### src/frr_pkg.sv
// ----------------------------------------------------------------------------
// frr_pkg: shared types and constants for the framed record receiver
// Control codes, phase encoding and the front-to-back command word.
// ----------------------------------------------------------------------------
package frr_pkg;

    localparam int DEF_BUFFER_DEPTH = 64;

    localparam logic [7:0] C_STX = 8'h02;
    localparam logic [7:0] C_ETX = 8'h03;
    localparam logic [7:0] C_EOT = 8'h04;
    localparam logic [7:0] C_ACK = 8'h06;
    localparam logic [7:0] C_NAK = 8'h15;
    localparam logic [7:0] C_CAN = 8'h18;
    localparam logic [7:0] C_ESC = 8'h1b;
    localparam logic [7:0] C_CR  = 8'h0d;
    localparam logic [7:0] C_LF  = 8'h0a;

    localparam logic [7:0] RETRY_RESET = 8'd10;

    localparam logic REG_BINARY_MODE = 1'b0;
    localparam logic REG_RETRY_LIMIT = 1'b1;

    localparam logic [1:0] FS_NONE     = 2'd0;
    localparam logic [1:0] FS_COMPLETE = 2'd1;
    localparam logic [1:0] FS_CANCEL   = 2'd2;
    localparam logic [1:0] FS_END      = 2'd3;

    typedef enum logic [8:0] {
        PH_IDLE    = 9'b000000001,
        PH_NAKWAIT = 9'b000000010,
        PH_CNTHI   = 9'b000000100,
        PH_CNTLO   = 9'b000001000,
        PH_PAYLOAD = 9'b000010000,
        PH_ETX     = 9'b000100000,
        PH_CHK     = 9'b001000000,
        PH_SEEK    = 9'b010000000,
        PH_EATCHK  = 9'b100000000
    } t_phase;

    typedef enum logic [2:0] {
        CMD_STATUS = 3'b001,
        CMD_REPLY  = 3'b010,
        CMD_DRAIN  = 3'b100
    } t_cmd_kind;

    // one command from front to back; drain releases count bytes, ACK with the last
    typedef struct packed {
        t_cmd_kind   kind;
        logic [7:0]  code;
        logic [1:0]  status;
        logic [15:0] count;
    } t_cmd;

endpackage

### src/framed_record_receiver.sv
// ----------------------------------------------------------------------------
// framed_record_receiver: receive side of a framed serial record protocol
// Parser front end, two-entry command queue, result sequencer back end.
//
//   channel   dir  tdata                       tuser        tlast
//   s_axis    in   rx_byte[7:0]                func         -
//   m_axis    out  data_byte, reply_byte       has_data,    last
//                                              has_reply,
//                                              file_status
//   cfg       in   index 0 binary_mode, 1 retry_limit
//
// Each received word is parsed as it is accepted; a good record then drains the
// store at one result word per cycle unless output stalls, via the read register.
// Reset is synchronous, active low; the store has no reset.
// Input stalls when the command queue is full, and in the payload phase while
// a command is queued or the store is still being drained; output stalls hold.
// ----------------------------------------------------------------------------
module framed_record_receiver #(
    parameter int BUFFER_DEPTH = frr_pkg::DEF_BUFFER_DEPTH
) (
    input  logic        i_clk,
    input  logic        i_rst_n,
    input  logic        s_axis_tvalid,
    output logic        s_axis_tready,
    input  logic [7:0]  s_axis_tdata,   // [7:0] rx_byte
    input  logic        s_axis_tuser,   // [0] func
    output logic        m_axis_tvalid,
    input  logic        m_axis_tready,
    output logic [15:0] m_axis_tdata,   // [7:0] data_byte, [15:8] reply_byte
    output logic [3:0]  m_axis_tuser,   // [0] has_data, [1] has_reply, [3:2] file_status
    output logic        m_axis_tlast,
    input  logic        i_cfg_valid,
    output logic        o_cfg_ready,
    input  logic        i_cfg_index,
    input  logic [7:0]  i_cfg_data
);

    localparam int AW = (BUFFER_DEPTH > 1) ? $clog2(BUFFER_DEPTH) : 1;

    logic        r_binary_mode;
    logic [7:0]  r_retry_limit;
    logic        w_fq_valid, w_fq_ready, w_qb_valid, w_qb_ready;
    frr_pkg::t_cmd w_fq_cmd, w_qb_cmd;
    logic        w_wr_en;
    logic [AW-1:0] w_wr_addr;
    logic [7:0]  w_wr_data;
    logic        w_back_busy;
    logic        w_store_busy;

    assign o_cfg_ready  = 1'b1;
    assign w_store_busy = w_qb_valid || w_back_busy;

    always_ff @(posedge i_clk) begin
        if (!i_rst_n) begin
            r_binary_mode <= 1'b0;
            r_retry_limit <= frr_pkg::RETRY_RESET;
        end else if (i_cfg_valid) begin
            if (i_cfg_index == frr_pkg::REG_BINARY_MODE) r_binary_mode <= i_cfg_data[0];
            if (i_cfg_index == frr_pkg::REG_RETRY_LIMIT) r_retry_limit <= i_cfg_data;
        end
    end

    frr_front #(.BUFFER_DEPTH(BUFFER_DEPTH), .AW(AW)) u_front (
        .i_clk, .i_rst_n,
        .i_valid(s_axis_tvalid), .o_ready(s_axis_tready),
        .i_func(s_axis_tuser), .i_byte(s_axis_tdata),
        .i_binary_mode(r_binary_mode), .i_retry_limit(r_retry_limit),
        .i_store_busy(w_store_busy),
        .o_cmd_valid(w_fq_valid), .o_cmd(w_fq_cmd), .i_cmd_ready(w_fq_ready),
        .o_wr_en(w_wr_en), .o_wr_addr(w_wr_addr), .o_wr_data(w_wr_data)
    );

    frr_queue u_queue (
        .i_clk, .i_rst_n,
        .i_valid(w_fq_valid), .i_cmd(w_fq_cmd), .o_ready(w_fq_ready),
        .o_valid(w_qb_valid), .o_cmd(w_qb_cmd), .i_ready(w_qb_ready)
    );

    frr_back #(.BUFFER_DEPTH(BUFFER_DEPTH), .AW(AW)) u_back (
        .i_clk, .i_rst_n,
        .i_wr_en(w_wr_en), .i_wr_addr(w_wr_addr), .i_wr_data(w_wr_data),
        .i_cmd_valid(w_qb_valid), .i_cmd(w_qb_cmd), .o_cmd_ready(w_qb_ready),
        .o_busy(w_back_busy),
        .o_valid(m_axis_tvalid), .i_ready(m_axis_tready),
        .o_data_byte(m_axis_tdata[7:0]), .o_reply_byte(m_axis_tdata[15:8]),
        .o_has_data(m_axis_tuser[0]), .o_has_reply(m_axis_tuser[1]),
        .o_status(m_axis_tuser[3:2]), .o_last(m_axis_tlast)
    );

endmodule

### src/frr_front.sv
// ----------------------------------------------------------------------------
// frr_front: record parser
// Runs the record state machine on each word, stores the payload and
// issues one command per word that causes results.
// ----------------------------------------------------------------------------
module frr_front #(
    parameter int BUFFER_DEPTH = frr_pkg::DEF_BUFFER_DEPTH,
    parameter int AW           = (BUFFER_DEPTH > 1) ? $clog2(BUFFER_DEPTH) : 1
) (
    input  logic              i_clk,
    input  logic              i_rst_n,
    input  logic              i_valid,
    output logic              o_ready,
    input  logic              i_func,
    input  logic [7:0]        i_byte,
    input  logic              i_binary_mode,
    input  logic [7:0]        i_retry_limit,
    input  logic              i_store_busy,
    output logic              o_cmd_valid,
    output frr_pkg::t_cmd     o_cmd,
    input  logic              i_cmd_ready,
    output logic              o_wr_en,
    output logic [AW-1:0]     o_wr_addr,
    output logic [7:0]        o_wr_data
);

    localparam logic [16:0] DEPTH17 = 17'(BUFFER_DEPTH);

    frr_pkg::t_phase r_phase, n_phase;
    logic [15:0] r_count, n_count;
    logic [15:0] r_taken, n_taken;
    logic [7:0]  r_check, n_check;
    logic [7:0]  r_attempts, n_attempts;
    logic        r_overlong, n_overlong;

    logic        w_tick;
    logic        w_fire;
    logic        w_emit;
    logic        w_fail;
    logic [7:0]  w_lim;
    logic [7:0]  w_att_inc;
    logic [15:0] w_taken_inc;
    logic [15:0] w_cnt_full;
    frr_pkg::t_cmd w_cmd;

    assign w_tick      = i_func;
    // payload words wait while a command is queued or a good record is still read out of the store
    assign o_ready     = i_cmd_ready && !(r_phase == frr_pkg::PH_PAYLOAD && i_store_busy);
    assign w_fire      = i_valid && o_ready;
    assign w_lim       = (i_retry_limit == 8'd0) ? 8'd1 : i_retry_limit;
    assign w_att_inc   = r_attempts + 8'd1;
    assign w_taken_inc = r_taken + 16'd1;
    assign w_cnt_full  = {r_count[15:8], i_byte};

    always_comb begin
        n_phase    = r_phase;
        n_count    = r_count;
        n_taken    = r_taken;
        n_check    = r_check;
        n_attempts = r_attempts;
        n_overlong = r_overlong;
        w_emit     = 1'b0;
        w_fail     = 1'b0;
        w_cmd      = '{kind: frr_pkg::CMD_REPLY, code: frr_pkg::C_NAK,
                       status: frr_pkg::FS_NONE, count: r_count};
        o_wr_en    = 1'b0;
        o_wr_addr  = r_taken[AW-1:0];
        o_wr_data  = (i_byte == frr_pkg::C_CR && !i_binary_mode) ? frr_pkg::C_LF : i_byte;
        case (r_phase)
            frr_pkg::PH_IDLE: begin
                if (!w_tick) begin
                    if (i_byte == frr_pkg::C_EOT || i_byte == frr_pkg::C_CAN ||
                        i_byte == frr_pkg::C_ESC) begin
                        w_emit      = 1'b1;
                        w_cmd.kind  = frr_pkg::CMD_STATUS;
                        w_cmd.status = (i_byte == frr_pkg::C_EOT) ? frr_pkg::FS_COMPLETE :
                                       (i_byte == frr_pkg::C_CAN) ? frr_pkg::FS_CANCEL :
                                       frr_pkg::FS_END;
                        n_attempts  = 8'd0;
                    end else if (i_byte == frr_pkg::C_STX) begin
                        n_phase = frr_pkg::PH_CNTHI;
                    end else if (i_byte == frr_pkg::C_ETX) begin
                        n_phase = frr_pkg::PH_EATCHK;
                    end else begin
                        n_phase = frr_pkg::PH_SEEK;
                    end
                end
            end
            frr_pkg::PH_NAKWAIT: begin
                if (w_tick) begin
                    w_emit = 1'b1;
                end else if (i_byte == frr_pkg::C_STX) begin
                    n_phase = frr_pkg::PH_CNTHI;
                end else if (i_byte == frr_pkg::C_ETX) begin
                    n_phase = frr_pkg::PH_EATCHK;
                end else begin
                    n_phase = frr_pkg::PH_SEEK;
                end
            end
            frr_pkg::PH_CNTHI: begin
                if (!w_tick) begin
                    n_count = {i_byte, 8'd0};
                    n_phase = frr_pkg::PH_CNTLO;
                end
            end
            frr_pkg::PH_CNTLO: begin
                if (!w_tick) begin
                    n_count    = w_cnt_full;
                    n_taken    = 16'd0;
                    n_check    = 8'd0;
                    n_overlong = ({1'b0, w_cnt_full} > DEPTH17);
                    n_phase    = (w_cnt_full == 16'd0) ? frr_pkg::PH_ETX : frr_pkg::PH_PAYLOAD;
                end
            end
            frr_pkg::PH_PAYLOAD: begin
                if (w_tick) begin
                    w_fail = 1'b1;
                end else begin
                    n_check = r_check ^ i_byte;
                    o_wr_en = w_fire && ({1'b0, r_taken} < DEPTH17);
                    n_taken = w_taken_inc;
                    if (w_taken_inc >= r_count) begin
                        n_phase = frr_pkg::PH_ETX;
                    end
                end
            end
            frr_pkg::PH_ETX: begin
                if (w_tick) begin
                    w_fail = 1'b1;
                end else begin
                    n_phase = (i_byte == frr_pkg::C_ETX) ? frr_pkg::PH_CHK : frr_pkg::PH_SEEK;
                end
            end
            frr_pkg::PH_CHK: begin
                if (!w_tick && i_byte == r_check && !r_overlong) begin
                    w_emit     = 1'b1;
                    w_cmd.kind = frr_pkg::CMD_DRAIN;
                    n_attempts = 8'd0;
                    n_phase    = frr_pkg::PH_IDLE;
                end else begin
                    w_fail = 1'b1;
                end
            end
            frr_pkg::PH_SEEK: begin
                if (w_tick) begin
                    w_fail = 1'b1;
                end else if (i_byte == frr_pkg::C_ETX) begin
                    n_phase = frr_pkg::PH_EATCHK;
                end
            end
            frr_pkg::PH_EATCHK: begin
                w_fail = 1'b1;
            end
            default: begin
                n_phase = frr_pkg::PH_IDLE;
            end
        endcase
        if (w_fail) begin
            w_emit = 1'b1;
            if (w_att_inc >= w_lim) begin
                w_cmd.code = frr_pkg::C_CAN;
                n_attempts = 8'd0;
                n_phase    = frr_pkg::PH_IDLE;
            end else begin
                n_attempts = w_att_inc;
                n_phase    = frr_pkg::PH_NAKWAIT;
            end
        end
    end

    assign o_cmd_valid = w_fire && w_emit;
    assign o_cmd       = w_cmd;

    always_ff @(posedge i_clk) begin
        if (!i_rst_n) begin
            r_phase    <= frr_pkg::PH_IDLE;
            r_count    <= 16'd0;
            r_taken    <= 16'd0;
            r_check    <= 8'd0;
            r_attempts <= 8'd0;
            r_overlong <= 1'b0;
        end else if (w_fire) begin
            r_phase    <= n_phase;
            r_count    <= n_count;
            r_taken    <= n_taken;
            r_check    <= n_check;
            r_attempts <= n_attempts;
            r_overlong <= n_overlong;
        end
    end

    a_onehot_phase: assert property (@(posedge i_clk) disable iff (!i_rst_n)
        $onehot(r_phase)) else $error("phase not one-hot");
    a_drain_clears_attempts: assert property (@(posedge i_clk) disable iff (!i_rst_n)
        o_cmd_valid && o_cmd.kind == frr_pkg::CMD_DRAIN |=> r_attempts == 8'd0)
        else $error("attempts kept after good record");
    a_write_in_payload: assert property (@(posedge i_clk) disable iff (!i_rst_n)
        o_wr_en |-> r_phase == frr_pkg::PH_PAYLOAD && !w_tick)
        else $error("store write outside payload");

endmodule

### src/frr_queue.sv
// ----------------------------------------------------------------------------
// frr_queue: two-entry command queue
// Decouples the parser from the result sequencer.
// ----------------------------------------------------------------------------
module frr_queue (
    input  logic          i_clk,
    input  logic          i_rst_n,
    input  logic          i_valid,
    input  frr_pkg::t_cmd i_cmd,
    output logic          o_ready,
    output logic          o_valid,
    output frr_pkg::t_cmd o_cmd,
    input  logic          i_ready
);

    frr_pkg::t_cmd r_mem [2];
    logic       r_wp, r_rp;
    logic [1:0] r_cnt;
    logic       w_push, w_pop;

    assign o_ready = (r_cnt != 2'd2);
    assign o_valid = (r_cnt != 2'd0);
    assign o_cmd   = r_mem[r_rp];
    assign w_push  = i_valid && o_ready;
    assign w_pop   = o_valid && i_ready;

    always_ff @(posedge i_clk) begin
        if (w_push) begin
            r_mem[r_wp] <= i_cmd;
        end
    end

    always_ff @(posedge i_clk) begin
        if (!i_rst_n) begin
            r_wp  <= 1'b0;
            r_rp  <= 1'b0;
            r_cnt <= 2'd0;
        end else begin
            if (w_push) r_wp <= ~r_wp;
            if (w_pop)  r_rp <= ~r_rp;
            r_cnt <= r_cnt + {1'b0, w_push} - {1'b0, w_pop};
        end
    end

    a_no_overflow: assert property (@(posedge i_clk) disable iff (!i_rst_n)
        r_cnt != 2'd3) else $error("queue count out of range");

endmodule

### src/frr_back.sv
// ----------------------------------------------------------------------------
// frr_back: result sequencer
// Turns commands into result words, draining the record store for a
// good record; owns the payload memory.
// ----------------------------------------------------------------------------
module frr_back #(
    parameter int BUFFER_DEPTH = frr_pkg::DEF_BUFFER_DEPTH,
    parameter int AW           = (BUFFER_DEPTH > 1) ? $clog2(BUFFER_DEPTH) : 1
) (
    input  logic          i_clk,
    input  logic          i_rst_n,
    input  logic          i_wr_en,
    input  logic [AW-1:0] i_wr_addr,
    input  logic [7:0]    i_wr_data,
    input  logic          i_cmd_valid,
    input  frr_pkg::t_cmd i_cmd,
    output logic          o_cmd_ready,
    output logic          o_busy,
    output logic          o_valid,
    input  logic          i_ready,
    output logic [7:0]    o_data_byte,
    output logic [7:0]    o_reply_byte,
    output logic          o_has_data,
    output logic          o_has_reply,
    output logic [1:0]    o_status,
    output logic          o_last
);

    localparam logic [15:0] DEPTH16 = 16'(BUFFER_DEPTH);

    logic [7:0]  r_store [BUFFER_DEPTH];
    logic [7:0]  r_rd;

    // read stage -> output register
    logic        r_busy;
    logic [15:0] r_idx;
    logic [15:0] r_len;
    logic        r_pend;
    logic        r_pend_last;
    logic        r_ov;
    logic        w_out_free;
    logic        w_issue;
    logic [15:0] w_len;

    assign w_out_free  = !r_ov || i_ready;
    assign o_cmd_ready = !r_busy && !r_pend && w_out_free;
    assign o_busy      = r_busy;
    assign w_len       = (i_cmd.count > DEPTH16) ? DEPTH16 : i_cmd.count;
    assign w_issue     = r_busy && (!r_pend || w_out_free);

    always_ff @(posedge i_clk) begin
        if (i_wr_en) begin
            r_store[i_wr_addr] <= i_wr_data;
        end
        if (w_issue) begin
            r_rd <= r_store[r_idx[AW-1:0]];
        end
    end

    always_ff @(posedge i_clk) begin
        if (!i_rst_n) begin
            r_busy <= 1'b0;
            r_pend <= 1'b0;
            r_ov   <= 1'b0;
        end else begin
            if (r_ov && i_ready) r_ov <= 1'b0;
            if (r_pend && w_out_free) begin
                r_pend       <= 1'b0;
                r_ov         <= 1'b1;
                o_has_data   <= 1'b1;
                o_data_byte  <= r_rd;
                o_has_reply  <= r_pend_last;
                o_reply_byte <= r_pend_last ? frr_pkg::C_ACK : 8'd0;
                o_status     <= frr_pkg::FS_NONE;
                o_last       <= r_pend_last;
            end
            if (w_issue) begin
                r_pend      <= 1'b1;
                r_pend_last <= (r_idx + 16'd1 == r_len);
                r_idx       <= r_idx + 16'd1;
                if (r_idx + 16'd1 == r_len) r_busy <= 1'b0;
            end
            if (i_cmd_valid && o_cmd_ready) begin
                if (i_cmd.kind == frr_pkg::CMD_DRAIN && i_cmd.count != 16'd0) begin
                    r_busy <= 1'b1;
                    r_idx  <= 16'd0;
                    r_len  <= w_len;
                end else begin
                    r_ov         <= 1'b1;
                    o_has_data   <= 1'b0;
                    o_data_byte  <= 8'd0;
                    o_has_reply  <= (i_cmd.kind != frr_pkg::CMD_STATUS);
                    o_reply_byte <= (i_cmd.kind == frr_pkg::CMD_STATUS) ? 8'd0 :
                                    (i_cmd.kind == frr_pkg::CMD_DRAIN) ? frr_pkg::C_ACK :
                                    i_cmd.code;
                    o_status     <= i_cmd.status;
                    o_last       <= 1'b1;
                end
            end
        end
    end

    assign o_valid = r_ov;

    a_idle_when_accept: assert property (@(posedge i_clk) disable iff (!i_rst_n)
        i_cmd_valid && o_cmd_ready |-> !r_busy && !r_pend)
        else $error("command taken while draining");
    a_idx_bound: assert property (@(posedge i_clk) disable iff (!i_rst_n)
        r_busy |-> r_idx < r_len) else $error("drain index past length");
    a_last_ends: assert property (@(posedge i_clk) disable iff (!i_rst_n)
        r_ov && o_last && o_has_data |-> !r_busy)
        else $error("last flagged mid drain");

endmodule
### config.mk
export PLATFORM = sky130hd
export DESIGN_NAME = framed_record_receiver
export DESIGN_NICKNAME = d
export VERILOG_FILES = /design/src/frr_pkg.sv /design/src/framed_record_receiver.sv /design/src/frr_front.sv /design/src/frr_queue.sv /design/src/frr_back.sv
export SDC_FILE = /design/constraint.sdc
export NUM_CORES = 1
export LEC_CHECK = 0
export BUFFER_PORTS_ARGS = -buffer_cell sky130_fd_sc_hd__buf_2
export CAP_MARGIN = 20
export CORE_UTILIZATION = 40
export CTS_BUF_LIST = sky130_fd_sc_hd__clkbuf_4 sky130_fd_sc_hd__clkbuf_8 sky130_fd_sc_hd__clkbuf_16
export CTS_CLUSTER_DIAMETER = 40
export DETAILED_ROUTE_END_ITERATION = 10
export SYNTH_ARGS = -nofsm -noshare
export SYNTH_HDL_FRONTEND = slang
export SYNTH_SLANG_ARGS = --single-unit
### constraint.sdc
create_clock -name i_clk -period 4.7 [get_ports i_clk]
set_input_delay 0.705 -clock i_clk [delete_from_list [all_inputs] [get_ports i_clk]]
set_output_delay 0.705 -clock i_clk [all_outputs]
set_load 0.005 [all_outputs]
==> flow_metrics.tcl, run 1 <==
set metrics [dict create \
    grt_usage 0.178 \
    worstPathArrival_ps 4420 \
    grt_first_pass_wirelength_um 99500 \
    synth-seq-area-share 0.689 \
    antenna_found_initial 0 \
    routed_wirelength_um 65700 \
    r2r.worst_path.cells 12 \
    finalClockSkew_ps 44.5 \
    cellPowerDensity_nw_per_um2 494 \
    endpoint_kind "register" \
    initial_core_util 0.407 \
    initial_drt_pass_iterations 5 \
    dpl_worst_slack_ps 828 \
    ctsHoldBuffers 0 \
    cts_post_setup_buffers_inserted 0 \
    synthTopCellsByCount "620 x sky130_fd_sc_hd__edfxtp_1, 134 x sky130_fd_sc_hd__mux4_2, 129 x sky130_fd_sc_hd__nor2_1" \
    dieWidth_um 272 \
    period_minus_slack_ps 3890 \
    worst_hold_startpoint "i_cfg_data[1]" \
    comb_power_share 0.126 \
    die-area_um2 74100 \
    place.gp.congestion 0.831 \
    run_status "finished clean" \
    synth-seq-cells 695 \
    synthesis.area_um2 29200 \
    sw_pwr_mw 4.30 \
    synthesis.instances 1815 \
    cts_tree "built" \
    pwr-share-clk 0.460 \
    worst-slew-pin-transition_ps 1060 \
    place_hpwl_um 41000 \
    dr.first_iter.drc_count 1219 \
    cts.reportedPaths.clkPinSlew_ps 50 \
    timing.hold.worst_endpoint "r_retry_limit[1]" \
    crit_path_max_fanout 12 \
    boundaryPins 47 \
    internal_reg_to_reg_setup_slack_ps 810 \
    insertedDiodeCount 0 \
    largest_net_degree_at_the_start_of_global_routing 73 \
    htreeDepth 3 \
    reg2reg_to "u_front.r_phase[0]" \
    timing_worst_setup_path_type "register to register" \
    die_height_um 272 \
    rows 98 \
    port_buffers 45 \
    final_layout_size_suffix_gt1_frac 0.222 \
    rsz_0062_raised_after_global_routing "no" \
    synth.avg_cell_area_um2 16.1 \
    avgViaCountPerCell 5.41 \
    globalRoute.totalOverflow 0 \
    timing.critical_path.buf_inv 0 \
    synth_warnings 0 \
    final_setup_violation_count 0 \
    yosysMostFrequentCell "sky130_fd_sc_hd__edfxtp_1" \
    cts_made_buffers 102 \
    power_internal_mw 12.6 \
    synth-edff-count 620 \
    cts.repair.resized 0 \
    sequentialPowerShare 0.415 \
    final_design_area_no_fill_um2 34300 \
    ctsLongestPathBuffers 3 \
    crit_path_start "u_front.r_taken[0]" \
    final_max_slew_viol_count 0 \
    fin_nets 1973 \
    route.detailed.wl_per_inst_um 22.2 \
    placed_cell_area_um2 30700 \
    worst_ep_required_time_ps 5240 \
    worst_hold_path.num_cells 3 \
    num_vias 15993 \
    place_inst 2767 \
    postRouteAntennaNets 0 \
    detail_route.drc_violations 0 \
    leakage_nw 11.5 \
    synth.top_cell.area_share 0.637 \
    fmax_mhz 257 \
    yosysUniqueCellTypes 72 \
    min_path_type "input port to register" \
    ir_drop_uv 314 \
    dominantRegCellSynth "sky130_fd_sc_hd__edfxtp_1" \
    netSwitchingFraction 0.254 \
    timing.critical_path.slowest_stage_cell "sky130_fd_sc_hd__dfxtp_1" \
    clock_latency_ps 680 \
    critPathTopFamily "simple AND/OR/NAND/NOR gates" \
    worstReg2RegStart "u_front.r_taken[0]" \
    coreArea_um2 71900 \
    timing.critical_path.cells "ha_1 > nand3_1 > nor3_1 > and3_1 > and3_1 > xor2_1 > ha_1 > nand4_1 > a211o_1 > a211o_2 > nand2_2 > mux2_2" \
    timing.max_cap.violations 0 \
    timing.final.ws_setup_ps 813 \
    timing.final.crit_share 0.827 \
    cts.sinks 695 \
    layout-area-overhead-vs-synth_pct 17.4 \
    critical_path.max_stage_delay_ps 620 \
    synth_top_cell_by_area "sky130_fd_sc_hd__edfxtp_1" \
    finish.cell_count_without_fillers 2958 \
    timing.setup.tns_ps 0 \
    hold_viol_final 0 \
    timing.critical_path.from_type "register" \
    cts.root.buffer_cell "sky130_fd_sc_hd__clkbuf_16" \
    max-slew-margin-rel 0.291 \
    synth.area.top_cells "sky130_fd_sc_hd__edfxtp_1 64%, sky130_fd_sc_hd__mux4_2 10%, sky130_fd_sc_hd__dfxtp_1 5.1%, sky130_fd_sc_hd__mux2i_1 2.1%, sky130_fd_sc_hd__nor2_1 1.7%" \
    grt_pass1_vias 16288 \
    postSynth.asyncResetShare 0 \
]
-- per-stage QoR --
step	power (mW)	utilization	hold slack, ps
finish	16.9	0.477	279
global route	17.5	0.477	266
CTS	17.1	0.477	238
detailed placement	9.32	0.427	469
global placement	9.28	0.427	458
floorplan	8.64	-	444
-- cell usage in the layout, fill, tap and decap left out, types with 12 or more instances in the layout --
master	instances
sky130_fd_sc_hd__xor2_1	35
sky130_fd_sc_hd__ha_1	29
sky130_fd_sc_hd__a21oi_1	37
sky130_fd_sc_hd__nand3_1	38
sky130_fd_sc_hd__dfxtp_1	75
sky130_fd_sc_hd__buf_4	50
sky130_fd_sc_hd__buf_2	44
sky130_fd_sc_hd__nand3b_1	12
sky130_fd_sc_hd__nor2b_1	42
sky130_fd_sc_hd__a22oi_1	12
sky130_fd_sc_hd__inv_6	16
sky130_fd_sc_hd__nand4_1	13
sky130_fd_sc_hd__and3_1	15
sky130_fd_sc_hd__mux2i_1	62
sky130_fd_sc_hd__nand2_1	109
sky130_fd_sc_hd__o21ai_0	48
sky130_fd_sc_hd__a21boi_0	20
sky130_fd_sc_hd__inv_1	33
sky130_fd_sc_hd__xnor2_1	39
sky130_fd_sc_hd__o221ai_1	17
sky130_fd_sc_hd__and2_1	19
sky130_fd_sc_hd__mux4_2	134
sky130_fd_sc_hd__clkbuf_16	102
sky130_fd_sc_hd__edfxtp_1	620
sky130_fd_sc_hd__nor2_1	129
sky130_fd_sc_hd__nor3_1	14
sky130_fd_sc_hd__o22ai_1	12
-- layout make-up --
class                   instances  area (µm²)
inverters                      33         124
clock buffers                 111        2640
clock inverters                80         962
fillers                      6086       37600
multi-input cells             989        8560
repair buffers                100         707
flip-flops and latches        695       20100
well taps                     950        1190
-- flip-flops by register name, indices dropped and copies added, names as in the netlist, 2 cells and up, named ones only --
signal	cells
u_back.r_store	512
u_queue.r_mem	46
u_back.r_idx	16
u_back.r_len	16
u_front.r_count	16
u_front.r_taken	16
u_front.r_phase	9
r_retry_limit	8
u_back.o_data_byte	8
u_back.o_reply_byte	8
u_back.r_rd	8
u_front.r_attempts	8
u_front.r_check	8
u_back.o_status	2
u_queue.r_cnt	2
-- worst register-to-register path, stage by stage, from the launching register on --
cell	delay, ps
sky130_fd_sc_hd__dfxtp_1	620
sky130_fd_sc_hd__ha_1	310
sky130_fd_sc_hd__nand3_1	240
sky130_fd_sc_hd__nor3_1	470
sky130_fd_sc_hd__and3_1	300
sky130_fd_sc_hd__and3_1	230
sky130_fd_sc_hd__xor2_1	80
sky130_fd_sc_hd__ha_1	300
sky130_fd_sc_hd__nand4_1	100
sky130_fd_sc_hd__a211o_1	250
sky130_fd_sc_hd__a211o_2	370
sky130_fd_sc_hd__nand2_2	180
sky130_fd_sc_hd__mux2_2	360
-- power by group through the flow --
stage                     registers, mW  logic, mW  clock network [mW]
after floorplan                    7.10       1.53                   0
after global placement             7.15       2.14                   0
after detailed placement           7.15       2.17                   0
after CTS                          7.03       2.17                7.92
after global routing               7.04       2.30                8.18
final                              7.02       2.13                7.79
-- per-layer routing --
layer / wire length (µm) / GRT usage / share of wire
met2: 31800 / 0.289 / 0.48
met1: 28500 / 0.239 / 0.43
met5: 0 / 0 / 0
met4: 1530 / 0.0565 / 0.023
met3: 3860 / 0.0378 / 0.059
-- worst max-delay path by stage --
stage | end | slack [ps] | depth (start not counted)
floorplan | u_queue.r_mem[0][0] | 1080 | 7
global placement | u_front.r_phase[0] | 940 | 12
detailed placement | u_front.r_phase[0] | 830 | 12
CTS | u_front.r_phase[0] | 830 | 12
global route | u_front.r_phase[0] | 570 | 12
finish | u_front.r_phase[0] | 810 | 12
-- kinds of logic after synthesis --
logic type,count (synthesis),synth area share
compound gates,208,0.0475
buf+inv,139,0.0197
flops,695,0.689
simple gates,466,0.0824
fa+ha+maj,29,0.0124
other cells,2,0.000257
xor+xnor,74,0.0222
mux,202,0.127
No activity file was read; power rests on OpenSTA's default activity.
==> run 2: changes to the inputs <==
--- a/config.mk
+++ b/config.mk
@@ -5,6 +5,7 @@
 export SDC_FILE = /design/constraint.sdc
 export NUM_CORES = 1
 export LEC_CHECK = 0
+export ABC_AREA = 1
 export BUFFER_PORTS_ARGS = -buffer_cell sky130_fd_sc_hd__buf_2
 export CAP_MARGIN = 20
 export CORE_UTILIZATION = 40
==> constraint.sdc (replaced) <==
create_clock -name i_clk -period 3.8 [get_ports i_clk]
set_input_delay 0.57 -clock i_clk [delete_from_list [all_inputs] [get_ports i_clk]]
set_output_delay 0.57 -clock i_clk [all_outputs]
set_load 0.005 [all_outputs]
==> run 2 against run 1 <==
  * Sequential power increased by 25%
  * Wire length increased by 17%
  * Clock power increased by 19%
  * Worst hold slack got worse by 130 ps
  * Via count increased by 30%
  * Synthesized area increased by 2.9%
  * Utilization decreased by 0.92 points
  * Highest routed layer unchanged
==> flow_metrics.tcl, run 2 <==
set metrics [dict create \
    grt_pass1_vias 20247 \
    leakage_nw 12.4 \
    dr.first_iter.drc_count 1999 \
    final_max_slew_viol_count 0 \
    crit_path_max_fanout 12 \
    synthesis.area_um2 30100 \
    synth-seq-cells 695 \
    cts.reportedPaths.clkPinSlew_ps 50 \
    cts_made_buffers 99 \
    rsz_0062_raised_after_global_routing "no" \
    p_total_mw 21.4 \
    final_layout_size_suffix_gt1_frac 0.126 \
    worst_hold_path.num_cells 3 \
    worstPathArrival_ps 3850 \
    synth-seq-area-share 0.669 \
    yosysMostFrequentCell "sky130_fd_sc_hd__edfxtp_1" \
    synth.avg_cell_area_um2 11.1 \
    largest_register_ff_count 512 \
    die-area_um2 76300 \
    clock_latency_ps 670 \
    grt_usage 0.200 \
    timing.critical_path.from_type "register" \
    run_status "finished clean" \
    postRouteAntennaNets 0 \
    worst_ep_required_time_ps 4340 \
    synth-edff-count 620 \
    worst-slew-pin-transition_ps 1070 \
    detail_route.drc_violations 0 \
    cts.root.buffer_cell "sky130_fd_sc_hd__clkbuf_16" \
    timing.final.crit_share 0.872 \
    hold_viol_final 0 \
    cts_tree "built" \
    place_hpwl_um 48000 \
    synth.top_cell.area_share 0.619 \
    final_layout_fill_cell_count 6610 \
    max-slew-margin-rel 0.288 \
    dominantRegCellSynth "sky130_fd_sc_hd__edfxtp_1" \
    fin_nets 2819 \
    boundaryPins 47 \
    port_buffers 45 \
    cellPowerDensity_nw_per_um2 613 \
    cts.sinks 695 \
    period_minus_slack_ps 3310 \
    rows 100 \
    synth_top_cell_by_area "sky130_fd_sc_hd__edfxtp_1" \
    place.gp.congestion 0.897 \
    die_height_um 276 \
    dpl_worst_slack_ps 495 \
    synth_warnings 0 \
    ctsLongestPathBuffers 3 \
    synth.area.top_cells "sky130_fd_sc_hd__edfxtp_1 62%, sky130_fd_sc_hd__nand2_1 5.4%, sky130_fd_sc_hd__nor2_1 5.2%, sky130_fd_sc_hd__dfxtp_1 5.0%, sky130_fd_sc_hd__o21ai_0 4.3%" \
    biggestRegsByFlops "u_back.r_store: 512 flops, u_queue.r_mem: 46 flops" \
    initial_core_util 0.404 \
    htreeDepth 3 \
    min_path_type "input port to register" \
    synthTopCellsByCount "620 x sky130_fd_sc_hd__edfxtp_1, 434 x sky130_fd_sc_hd__nand2_1, 417 x sky130_fd_sc_hd__nor2_1" \
    endpoint_kind "register" \
    timing_worst_setup_path_type "register to register" \
    synthesis.instances 2704 \
    route.detailed.wl_per_inst_um 20.2 \
    final-seq-area_um2 20100 \
    timing.final.ws_setup_ps 488 \
    avgViaCountPerCell 5.43 \
    timing.max_cap.violations 0 \
    final_common_cell "sky130_fd_sc_hd__edfxtp_1" \
    num_vias 20741 \
    r2r.worst_path.cells 20 \
    yosysUniqueCellTypes 57 \
    multi_input_area_um2 8770 \
    dieWidth_um 276 \
    globalRoute.totalOverflow 0 \
    grt_first_pass_wirelength_um 118000 \
    mostFrequentLayoutCells "620 x sky130_fd_sc_hd__edfxtp_1, 434 x sky130_fd_sc_hd__nand2_1, 415 x sky130_fd_sc_hd__nor2_1" \
    postSynth.asyncResetShare 0 \
    ir_drop_uv 331 \
    finalCoreUtilization 0.468 \
    coreArea_um2 74400 \
    routed_wirelength_um 77100 \
    finalClockSkew_ps 53.9 \
    final_setup_violation_count 0 \
    initial_drt_pass_iterations 6 \
    largest_net_degree_at_the_start_of_global_routing 132 \
    layout-area-overhead-vs-synth_pct 15.9 \
    fmax_mhz 302 \
    timing.setup.tns_ps 0 \
    register_with_the_most_flip_flops "u_back.r_store" \
    antenna_found_initial 3 \
]
## run 2: changes by cell type after synthesis, sizes merged, moves of 74 or more
cell	before	now
a21oi	37	111
nor2	130	435
nand3	39	113
o21ai	50	269
inv	33	156
nand2	111	443
mux4	134	0
## run 2: path summary, 6_finish.rpt
| path | startpoint | slack [ps] | end |
|---|---|---|---|
| max reg2reg | u_front.r_taken[2] | 490 | u_front.r_phase[2] |
| min reg2reg | u_front.r_check[6] | 470 | u_front.r_check[6] |
| max | u_front.r_taken[2] | 490 | u_front.r_phase[2] |
| min | i_cfg_data[3] | 150 | r_retry_limit[3] |
## run 2: what timing repair did
action | in CTS | in global routing
hold buffers | 0 | 0
buffers inserted | 0 | 0
endpoints found under the setup margin | 0 | 1
resized for setup | 0 | 1
## run 2: kinds of logic (layout without fill, tap and decap cells)
group | Yosys count | count (layout) | synth area share
buffers and inverters | 301 | 441 | 0.0415
other | 2 | 12 | 0.000250
adder cells (fa/ha/maj) | 29 | 29 | 0.0121
AND/OR/NAND/NOR | 1054 | 1054 | 0.150
XOR/XNOR | 24 | 24 | 0.00699
AO/OA/AOI/OAI | 561 | 561 | 0.107
flip-flops | 695 | 695 | 0.669
multiplexers | 38 | 38 | 0.0132
## run 2: stage by stage
stage	cells	cell area (µm²)	hold WS [ps]
after floorplan	2712	30100	439
after global placement	3635	31400	455
after detailed placement	3635	31400	467
after CTS	3821	34800	117
after global routing	3822	34800	152
final	3823	34800	154
## run 2: metal layers
metal,up-vias,GRT usage,part of all wire
li1,9755,-,-
met1,10115,0.271,0.43
met2,754,0.325,0.47
met3,117,0.0348,0.073
met4,0,0.0693,0.025
met5,-,0,0
## run 2: worst max-delay path: stages (launching register included)
cell                       delay, ps
sky130_fd_sc_hd__dfxtp_1         590
sky130_fd_sc_hd__nand2_2         120
sky130_fd_sc_hd__nor2_4          170
sky130_fd_sc_hd__nand2_2         110
sky130_fd_sc_hd__nor2_4          120
sky130_fd_sc_hd__nand3_1          90
sky130_fd_sc_hd__nor3_2          180
sky130_fd_sc_hd__o21bai_1        140
sky130_fd_sc_hd__inv_1            80
sky130_fd_sc_hd__ha_1            300
sky130_fd_sc_hd__nand2_1          50
sky130_fd_sc_hd__inv_1            60
sky130_fd_sc_hd__nand3_1          80
sky130_fd_sc_hd__nor3_1          220
sky130_fd_sc_hd__nand2_1          90
sky130_fd_sc_hd__nand4_1         160
sky130_fd_sc_hd__nand3_2         240
sky130_fd_sc_hd__nand2_1         220
sky130_fd_sc_hd__nand2_1          70
sky130_fd_sc_hd__nand2_1          60
sky130_fd_sc_hd__nor2_1           40
## run 2: where the power goes
group,leakage (nW),internal [mW],total [mW],switching (mW)
logic,4.51,1.03,3.31,2.28
registers,6.23,8.60,8.80,0.200
clock network,1.66,5.55,9.26,3.71
total,12.4,15.2,21.4,6.19
## run 2: area by class of cell
class / instances / share of cell area
Inverter: 159 / 0.0173
Sequential cell: 695 / 0.577
Multi-Input combinational cell: 1716 / 0.252
Timing Repair Buffer: 96 / 0.0207
Clock buffer: 109 / 0.0741
Antenna cell: 2 / 0.000144
Clock inverter: 77 / 0.0240
Tap cell: 969 / 0.0348
